[src/mfvn_pkg.sv]
`timescale 1ns / 1ps

package mfvn_pkg;

  // mesh capacity
  localparam int MAX_VERTICES = 4096;
  localparam int MAX_FACES    = 4096;

  localparam int VIDX_W     = $clog2(MAX_VERTICES);
  localparam int FIDX_W     = $clog2(MAX_FACES);
  // a stored corner saturates at MAX_VERTICES so that out-of-range stays out of range
  localparam int CORNER_W   = $clog2(MAX_VERTICES + 1);
  localparam int CNT_W      = 13;
  localparam int CFG_IDX_W  = 4;
  localparam int CFG_DATA_W = 16;
  localparam int POS_W      = 32;
  localparam int NRM_W      = 16;
  localparam int SUM_W      = 32;
  localparam int POS_WORD_W = 3 * POS_W;
  localparam int SUM_WORD_W = 3 * SUM_W;
  localparam int CRN_WORD_W = 3 * CORNER_W;
  localparam int FN_WORD_W  = 3 * NRM_W + 1;

  // function codes
  localparam logic [2:0] FUNC_LOAD_VERTEX = 3'd0;
  localparam logic [2:0] FUNC_LOAD_FACE   = 3'd1;
  localparam logic [2:0] FUNC_COMPUTE     = 3'd2;
  localparam logic [2:0] FUNC_READ_FACE   = 3'd3;
  localparam logic [2:0] FUNC_READ_VERTEX = 3'd4;

  // status codes
  localparam logic [1:0] STATUS_OK    = 2'd0;
  localparam logic [1:0] STATUS_RANGE = 2'd1;
  localparam logic [1:0] STATUS_DEGEN = 2'd2;

  // register indexes
  localparam logic [CFG_IDX_W-1:0] REG_VERTEX_COUNT = 4'd0;
  localparam logic [CFG_IDX_W-1:0] REG_FACE_COUNT   = 4'd1;

  typedef struct packed {
    logic [2:0]         func;
    logic [11:0]        index;
    logic signed [31:0] pos_x;
    logic signed [31:0] pos_y;
    logic signed [31:0] pos_z;
    logic [15:0]        corner_a;
    logic [15:0]        corner_b;
    logic [15:0]        corner_c;
  } req_t;

  typedef struct packed {
    logic signed [15:0] norm_x;
    logic signed [15:0] norm_y;
    logic signed [15:0] norm_z;
    logic [1:0]         status;
  } res_t;

  typedef struct packed {
    logic signed [63:0] x;
    logic signed [63:0] y;
    logic signed [63:0] z;
  } vec64_t;

  typedef struct packed {
    logic               done;
    logic               degen;
    logic signed [15:0] x;
    logic signed [15:0] y;
    logic signed [15:0] z;
  } norm_res_t;

  typedef enum logic [3:0] {
    ST_IDLE, ST_FREAD, ST_VREAD, ST_VNORM, ST_CLEAR, ST_FADDR, ST_FCHECK,
    ST_PA, ST_PB, ST_PC, ST_DSHIFT, ST_MUL, ST_FNORM, ST_SADDR, ST_SUPD, ST_CDONE
  } seq_state_t;

  typedef enum logic [2:0] {
    N_IDLE, N_SHIFT, N_SQUARE, N_ROOT, N_DINIT, N_DIV, N_DONE
  } norm_state_t;

endpackage

[src/mfvn_norm.sv]
`timescale 1ns / 1ps

module mfvn_norm (
  input  logic                clk,
  input  logic                rst,
  input  logic                start,
  input  mfvn_pkg::vec64_t    vec,
  output mfvn_pkg::norm_res_t res
);

  mfvn_pkg::norm_state_t state, state_next;

  logic [63:0]        m [3];
  logic               neg [3];
  logic [1:0]         cnt;
  logic [61:0]        sq;
  logic [63:0]        acc;
  logic [63:0]        root;
  logic [63:0]        rbit;
  logic [32:0]        rem;
  logic [14:0]        numlo;
  logic [14:0]        quo;
  logic [3:0]         dcnt;
  logic               degen;
  logic signed [15:0] outv [3];

  logic [30:0] sq_in;
  logic [30:0] div_in;
  logic        big;
  logic [63:0] rb_sum;
  logic        root_ge;
  logic [32:0] len;
  logic [46:0] num_c;
  logic [33:0] trial;
  logic        div_ge;
  logic [14:0] quo_next;

  // operand selection and step logic
  always_comb begin
    unique case (cnt)
      2'd0:    sq_in = m[0][30:0];
      2'd1:    sq_in = m[1][30:0];
      default: sq_in = m[2][30:0];
    endcase
    unique case (cnt)
      2'd0:    div_in = m[0][30:0];
      2'd1:    div_in = m[1][30:0];
      default: div_in = m[2][30:0];
    endcase
    big      = (|m[0][63:31]) | (|m[1][63:31]) | (|m[2][63:31]);
    rb_sum   = root + rbit;
    root_ge  = acc >= rb_sum;
    len      = root[32:0];
    num_c    = {2'b00, div_in, 14'b0} + 47'(len[32:1]);
    trial    = {rem, numlo[14]};
    div_ge   = trial >= {1'b0, len};
    quo_next = {quo[13:0], div_ge};
  end

  always_ff @(posedge clk) begin
    if (rst) begin
      state <= mfvn_pkg::N_IDLE;
    end else begin
      state <= state_next;
    end
  end

  // next state
  always_comb begin
    state_next = state;
    unique case (state)
      mfvn_pkg::N_IDLE:   if (start) state_next = mfvn_pkg::N_SHIFT;
      mfvn_pkg::N_SHIFT:  if (!big) state_next = mfvn_pkg::N_SQUARE;
      mfvn_pkg::N_SQUARE: if (cnt == 2'd3) state_next = mfvn_pkg::N_ROOT;
      mfvn_pkg::N_ROOT:   if (rbit == 64'd1) state_next = mfvn_pkg::N_DINIT;
      mfvn_pkg::N_DINIT: begin
        if (len == '0) state_next = mfvn_pkg::N_DONE;
        else state_next = mfvn_pkg::N_DIV;
      end
      mfvn_pkg::N_DIV: begin
        if (dcnt == 4'd0) begin
          if (cnt == 2'd2) state_next = mfvn_pkg::N_DONE;
          else state_next = mfvn_pkg::N_DINIT;
        end
      end
      mfvn_pkg::N_DONE:   state_next = mfvn_pkg::N_IDLE;
      default:            state_next = mfvn_pkg::N_IDLE;
    endcase
  end

  // datapath
  always_ff @(posedge clk) begin
    unique case (state)
      mfvn_pkg::N_IDLE: begin
        neg[0] <= vec.x < 0;
        neg[1] <= vec.y < 0;
        neg[2] <= vec.z < 0;
        m[0]   <= (vec.x < 0) ? 64'(-vec.x) : 64'(vec.x);
        m[1]   <= (vec.y < 0) ? 64'(-vec.y) : 64'(vec.y);
        m[2]   <= (vec.z < 0) ? 64'(-vec.z) : 64'(vec.z);
        cnt    <= 2'd0;
        acc    <= '0;
      end
      // common shift toward zero until the largest fits 31 bits
      mfvn_pkg::N_SHIFT: begin
        if (big) begin
          m[0] <= m[0] >> 1;
          m[1] <= m[1] >> 1;
          m[2] <= m[2] >> 1;
        end
      end
      // squares, one per cycle, each summed in the next cycle
      mfvn_pkg::N_SQUARE: begin
        if (cnt != 2'd3) sq <= sq_in * sq_in;
        if (cnt != 2'd0) acc <= acc + 64'(sq);
        cnt  <= cnt + 2'd1;
        root <= '0;
        rbit <= 64'd1 << 62;
      end
      // integer square root, two bits of radicand per cycle
      mfvn_pkg::N_ROOT: begin
        if (root_ge) begin
          acc  <= acc - rb_sum;
          root <= (root >> 1) + rbit;
        end else begin
          root <= root >> 1;
        end
        rbit <= rbit >> 2;
        cnt  <= 2'd0;
      end
      mfvn_pkg::N_DINIT: begin
        degen <= (len == '0);
        if (len == '0) begin
          outv[0] <= '0;
          outv[1] <= '0;
          outv[2] <= '0;
        end
        rem   <= 33'(num_c[46:15]);
        numlo <= num_c[14:0];
        quo   <= '0;
        dcnt  <= 4'd14;
      end
      // restoring divide, one quotient bit per cycle
      mfvn_pkg::N_DIV: begin
        rem   <= div_ge ? 33'(trial - {1'b0, len}) : trial[32:0];
        numlo <= {numlo[13:0], 1'b0};
        quo   <= quo_next;
        dcnt  <= dcnt - 4'd1;
        if (dcnt == 4'd0) begin
          unique case (cnt)
            2'd0:    outv[0] <= neg[0] ? -16'(quo_next) : 16'(quo_next);
            2'd1:    outv[1] <= neg[1] ? -16'(quo_next) : 16'(quo_next);
            default: outv[2] <= neg[2] ? -16'(quo_next) : 16'(quo_next);
          endcase
          cnt <= cnt + 2'd1;
        end
      end
      default: begin
      end
    endcase
  end

  assign res.done  = (state == mfvn_pkg::N_DONE);
  assign res.degen = degen;
  assign res.x     = outv[0];
  assign res.y     = outv[1];
  assign res.z     = outv[2];

endmodule

[config.mk]
export PLATFORM = sky130hd
export DESIGN_NAME = mfvn_norm
export DESIGN_NICKNAME = d
export VERILOG_FILES = /design/src/mfvn_pkg.sv /design/src/mfvn_norm.sv
export SDC_FILE = /design/constraint.sdc
export NUM_CORES = 2
export LEC_CHECK = 0
export ABC_CLOCK_PERIOD_IN_PS = 23800
export BUFFER_PORTS_ARGS = -buffer_cell sky130_fd_sc_hd__buf_4
export CAP_MARGIN = 20
export CELL_PAD_IN_SITES_DETAIL_PLACEMENT = 0
export CELL_PAD_IN_SITES_GLOBAL_PLACEMENT = 1
export CORE_MARGIN = 3
export CORE_UTILIZATION = 38
export CTS_BUF_LIST = sky130_fd_sc_hd__clkbuf_8
export DETAILED_ROUTE_END_ITERATION = 6
export GPL_TIMING_DRIVEN = 0
export HOLD_SLACK_MARGIN = 0.03
export PLACE_DENSITY = 0.66
export SYNTH_ARGS = -nofsm -noshare
export SYNTH_HDL_FRONTEND = slang
export SYNTH_SLANG_ARGS = --single-unit
[constraint.sdc]
create_clock -name clk -period 23.8 [get_ports clk]
set_input_delay 0 -clock clk [delete_from_list [all_inputs] [get_ports clk]]
set_output_delay 0 -clock clk [all_outputs]
set_load 0.01 [all_outputs]
==> impl_summary.log <==
INFO  metric run_status = finished, violations left
INFO  metric violations_in_the_final_reports = DRC
INFO  metric syn_to_final_growth = 16.5%
INFO  metric tightestPinTransition = around 1.3 ns
INFO  metric finalSetupViolations = 0
INFO  metric critical_path.reg2reg.startpoint = cnt[0]
INFO  metric drt_pre_antenna_iters = 7
INFO  metric fp.dieW = 428 µm
INFO  metric hold_class = input pin to flop
INFO  metric ys_ff_latch = 536
INFO  metric worst_path_largest_cell_delay = slightly below 0.8 ns
INFO  metric detail_route.wirelength = 253 mm
INFO  metric fp.coreArea = roughly 180000 µm²
INFO  metric tritoncts.num_buffers = 99
INFO  metric worst-path-max-fanout = 10
INFO  metric ys_async_sr_fraction = 0
INFO  metric slew_violations = 0
INFO  metric drt_drc_violations_left = 1
INFO  metric hold_viol_final = 0
INFO  metric synth_largest_type_area_fraction = 0.237
INFO  metric crit_arrival = between 10 and 15 ns
INFO  metric post_synth_edffs = around 530
INFO  metric synth_area = between 60000 and 70000 µm²
INFO  metric timing.final.crit_period = 13.53 ns
INFO  metric synth.avg_cell_area = between 9 and 10 µm²
INFO  metric htree_num_levels = 3
INFO  metric holdCritStartpoint = vec[128]
INFO  metric synth-main-ff-cell = sky130_fd_sc_hd__edfxtp_1
INFO  metric row_count = 154
INFO  metric totalNegativeSetupSlack = 0 ns
INFO  metric cts_tree = built
INFO  metric setup.worst_path.start_class = flop
INFO  metric required_time_at_the_worst_slack_endpoint = between 20 and 25 ns
INFO  metric path_clk_slew = ~0.06 ns
INFO  metric height_of_the_chip = 428 µm
INFO  metric dp.final_hpwl = about 210 mm
INFO  metric netlist.top_cell.by_area = sky130_fd_sc_hd__edfxtp_1
INFO  metric finClkSkew = slightly below 0.08 ns
INFO  metric grt_first_pass_wirelength = approximately 380 mm
INFO  metric setup.reg_to_reg.worst_slack = slightly above 10 ns
INFO  metric clock_path_buffers = 3
INFO  metric rsz0062_at_grt = false
INFO  metric path_common_cell = sky130_fd_sc_hd__fa_1
INFO  metric overflow = 0
INFO  metric floorplan.initialDensity = 0.383
INFO  metric max_freq = roughly 0.074 GHz
INFO  metric slew_headroom = 0.126
INFO  metric via_count = between 50000 and 60000
INFO  metric finish.utilization = 0.446
INFO  metric place.gp.congestion = around 0.96
INFO  metric setup.worst_path.end_class = flop
INFO  metric placement.io_buffers = 244
INFO  metric setup.worst_path.start = cnt[0]
INFO  metric antenna_found_initial = 14
INFO  metric critical-path-slowest-cell = sky130_fd_sc_hd__clkbuf_1
INFO  metric final_antenna_net_count = 0
INFO  metric synth_sequential_area_ratio = 0.238
INFO  metric cts_root_buf = sky130_fd_sc_hd__clkbuf_8
INFO  metric tritoncts_num_sinks = roughly 540
INFO  metric max-cap-violations = 0
INFO  metric yosysWarningCount = 0
INFO  metric synth.net_count = between 8000 and 9000
INFO  metric initialDrtViolationCount = approximately 4700
INFO  metric floorplan.die_area = about 180000 µm²
INFO  metric avgViaCountPerCell = between 5 and 6
INFO  metric critical_path_class = flop to flop
INFO  metric gr-usage-all-layers = 0.274
INFO  metric synth_top_cells_by_area = sky130_fd_sc_hd__edfxtp_1 (24%), sky130_fd_sc_hd__fa_1 (22%), sky130_fd_sc_hd__ha_1 (9.5%)
INFO  metric netlist_instances = between 7000 and 8000
INFO  metric insertion_delay = approximately 0.83 ns
INFO  metric grt_max_degree = 64
INFO  metric pin_count = about 250
INFO  metric nNetsFinal = approximately 9600
INFO  metric final_min_period_over_clock_period = 0.568
INFO  metric post_route_cells_drive_above_1_share = 0.0622
INFO  metric vias_in_the_first_global_route = between 50000 and 60000
INFO  metric wl_per_cell = roughly 24 µm
INFO  metric post_cts_setup_repair_bufs = 0
INFO  metric count_of_different_cell_masters_after_synthesis = 86
-- cell families after synthesis --
kind of cell | share of synthesized area
buffers and inverters | 0.0754
multiplexers | 0.00556
XOR/XNOR | 0.0753
adder cells (fa/ha/maj) | 0.320
AND/OR/NAND/NOR | 0.141
flip-flops | 0.238
AO/OA/AOI/OAI | 0.146
-- metrics by stage --
| stage | cell area (µm²) | worst slack [ns] | cells | hold WS, ns |
|---|---|---|---|---|
| after CTS | 78600 | 10.43 | 10600 | 0.0472 |
| after global placement | 72300 | 10.11 | 10000 | 0.184 |
| final | 78700 | 10.27 | 10600 | 0.158 |
| after floorplan | 67600 | 13.99 | 7434 | 0.0691 |
| after global routing | 78600 | 9.65 | 10600 | 0.137 |
| after detailed placement | 73100 | 10.46 | 10100 | 0.184 |
-- cell usage after synthesis (7+ instances only) --
cell and n:
sky130_fd_sc_hd__and4_1 8, sky130_fd_sc_hd__and2_1 35, sky130_fd_sc_hd__a21boi_0 16, sky130_fd_sc_hd__a21o_1 174, sky130_fd_sc_hd__o21bai_1 50, sky130_fd_sc_hd__or3_1 72
sky130_fd_sc_hd__nand2_1 807, sky130_fd_sc_hd__a31o_2 17, sky130_fd_sc_hd__o41ai_1 39, sky130_fd_sc_hd__buf_1 34, sky130_fd_sc_hd__o211ai_1 18, sky130_fd_sc_hd__or2_2 23
sky130_fd_sc_hd__clkbuf_1 275, sky130_fd_sc_hd__a211o_1 9, sky130_fd_sc_hd__xnor2_1 235, sky130_fd_sc_hd__nor2_1 607, sky130_fd_sc_hd__or4_1 28, sky130_fd_sc_hd__a31oi_1 83
sky130_fd_sc_hd__a211oi_1 79, sky130_fd_sc_hd__nor4_1 58, sky130_fd_sc_hd__fa_1 757, sky130_fd_sc_hd__and3_1 87, sky130_fd_sc_hd__nand4_1 73, sky130_fd_sc_hd__nor3b_1 7
sky130_fd_sc_hd__nand2b_1 47, sky130_fd_sc_hd__xor2_1 346, sky130_fd_sc_hd__nor2b_1 45, sky130_fd_sc_hd__o21ai_0 467, sky130_fd_sc_hd__nand3_1 82, sky130_fd_sc_hd__or4_4 8
sky130_fd_sc_hd__a221oi_1 14, sky130_fd_sc_hd__inv_1 1036, sky130_fd_sc_hd__a21oi_1 370, sky130_fd_sc_hd__nor3_1 69, sky130_fd_sc_hd__mux2i_1 24, sky130_fd_sc_hd__o21a_1 29
sky130_fd_sc_hd__mux2_2 12, sky130_fd_sc_hd__o31ai_1 77, sky130_fd_sc_hd__a22o_1 33, sky130_fd_sc_hd__ha_1 515, sky130_fd_sc_hd__o22ai_1 23, sky130_fd_sc_hd__edfxtp_1 533
-- worst paths after layout --
kind               to  depth (start not counted)
max            sq[61]                         36
min           m[0][0]                          4
max reg2reg    sq[61]                         36
min reg2reg  numlo[5]                          2
-- state kept, by name (all words and copies together), names as in the netlist, 3 cells and up --
register  cells
acc          64
sq           61
numlo        15
root         64
rem          33
quo          14
rbit         32
outv         48
neg           3
m           192
state         3
dcnt          4
-- per-layer routing --
layer / track usage / share of wire
met1: 0.372 / 0.43
met2: 0.448 / 0.46
met3: 0.0451 / 0.068
met4: 0.0863 / 0.036
met5: 0 / 0.00027
-- critical path, delay by kind of cell (launching register included) --
family,cells,cell delay (ns)
AOI/OAI and AO/OA,10,3.52
xor gates and xnor gates,1,0.30
adders and majority gates,10,4.43
buffers and inverters,12,3.51
DFF,1,0.41
and+or+nand+nor,3,1.03
-- cells in the final DEF, fill, tap and decap left out, types with 83 or more instances in the layout --
cell,count
sky130_fd_sc_hd__a21o_1,174
sky130_fd_sc_hd__a21oi_1,365
sky130_fd_sc_hd__a31oi_1,83
sky130_fd_sc_hd__and3_1,87
sky130_fd_sc_hd__buf_4,248
sky130_fd_sc_hd__clkbuf_1,274
sky130_fd_sc_hd__clkbuf_8,99
sky130_fd_sc_hd__dlygate4sd3_1,357
sky130_fd_sc_hd__edfxtp_1,533
sky130_fd_sc_hd__fa_1,757
sky130_fd_sc_hd__ha_1,515
sky130_fd_sc_hd__inv_1,1063
sky130_fd_sc_hd__nand2_1,807
sky130_fd_sc_hd__nor2_1,605
sky130_fd_sc_hd__o21ai_0,465
sky130_fd_sc_hd__xnor2_1,235
sky130_fd_sc_hd__xor2_1,346
-- cell type report --
type	instances	area [µm²]
Fill cell	17500	97800
Multi-Input combinational cell	5542	46500
Sequential cell	536	16100
Timing Repair Buffer	647	6160
Inverter	1044	3920
Tap cell	2340	2930
Clock buffer	99	1360
Buffer	312	1180
Clock inverter	79	563
Antenna cell	12	30.0
-- repair_timing --
action,4_1_cts,5_1_grt
gates resized for setup,0,0
hold buffers,357,0
endpoints found under the setup margin,0,0
hold endpoints to repair,198,0
Power is left out: the tool's default activity adds up to more than one toggle a clock period on the data nets, which glitch-free logic cannot reach.
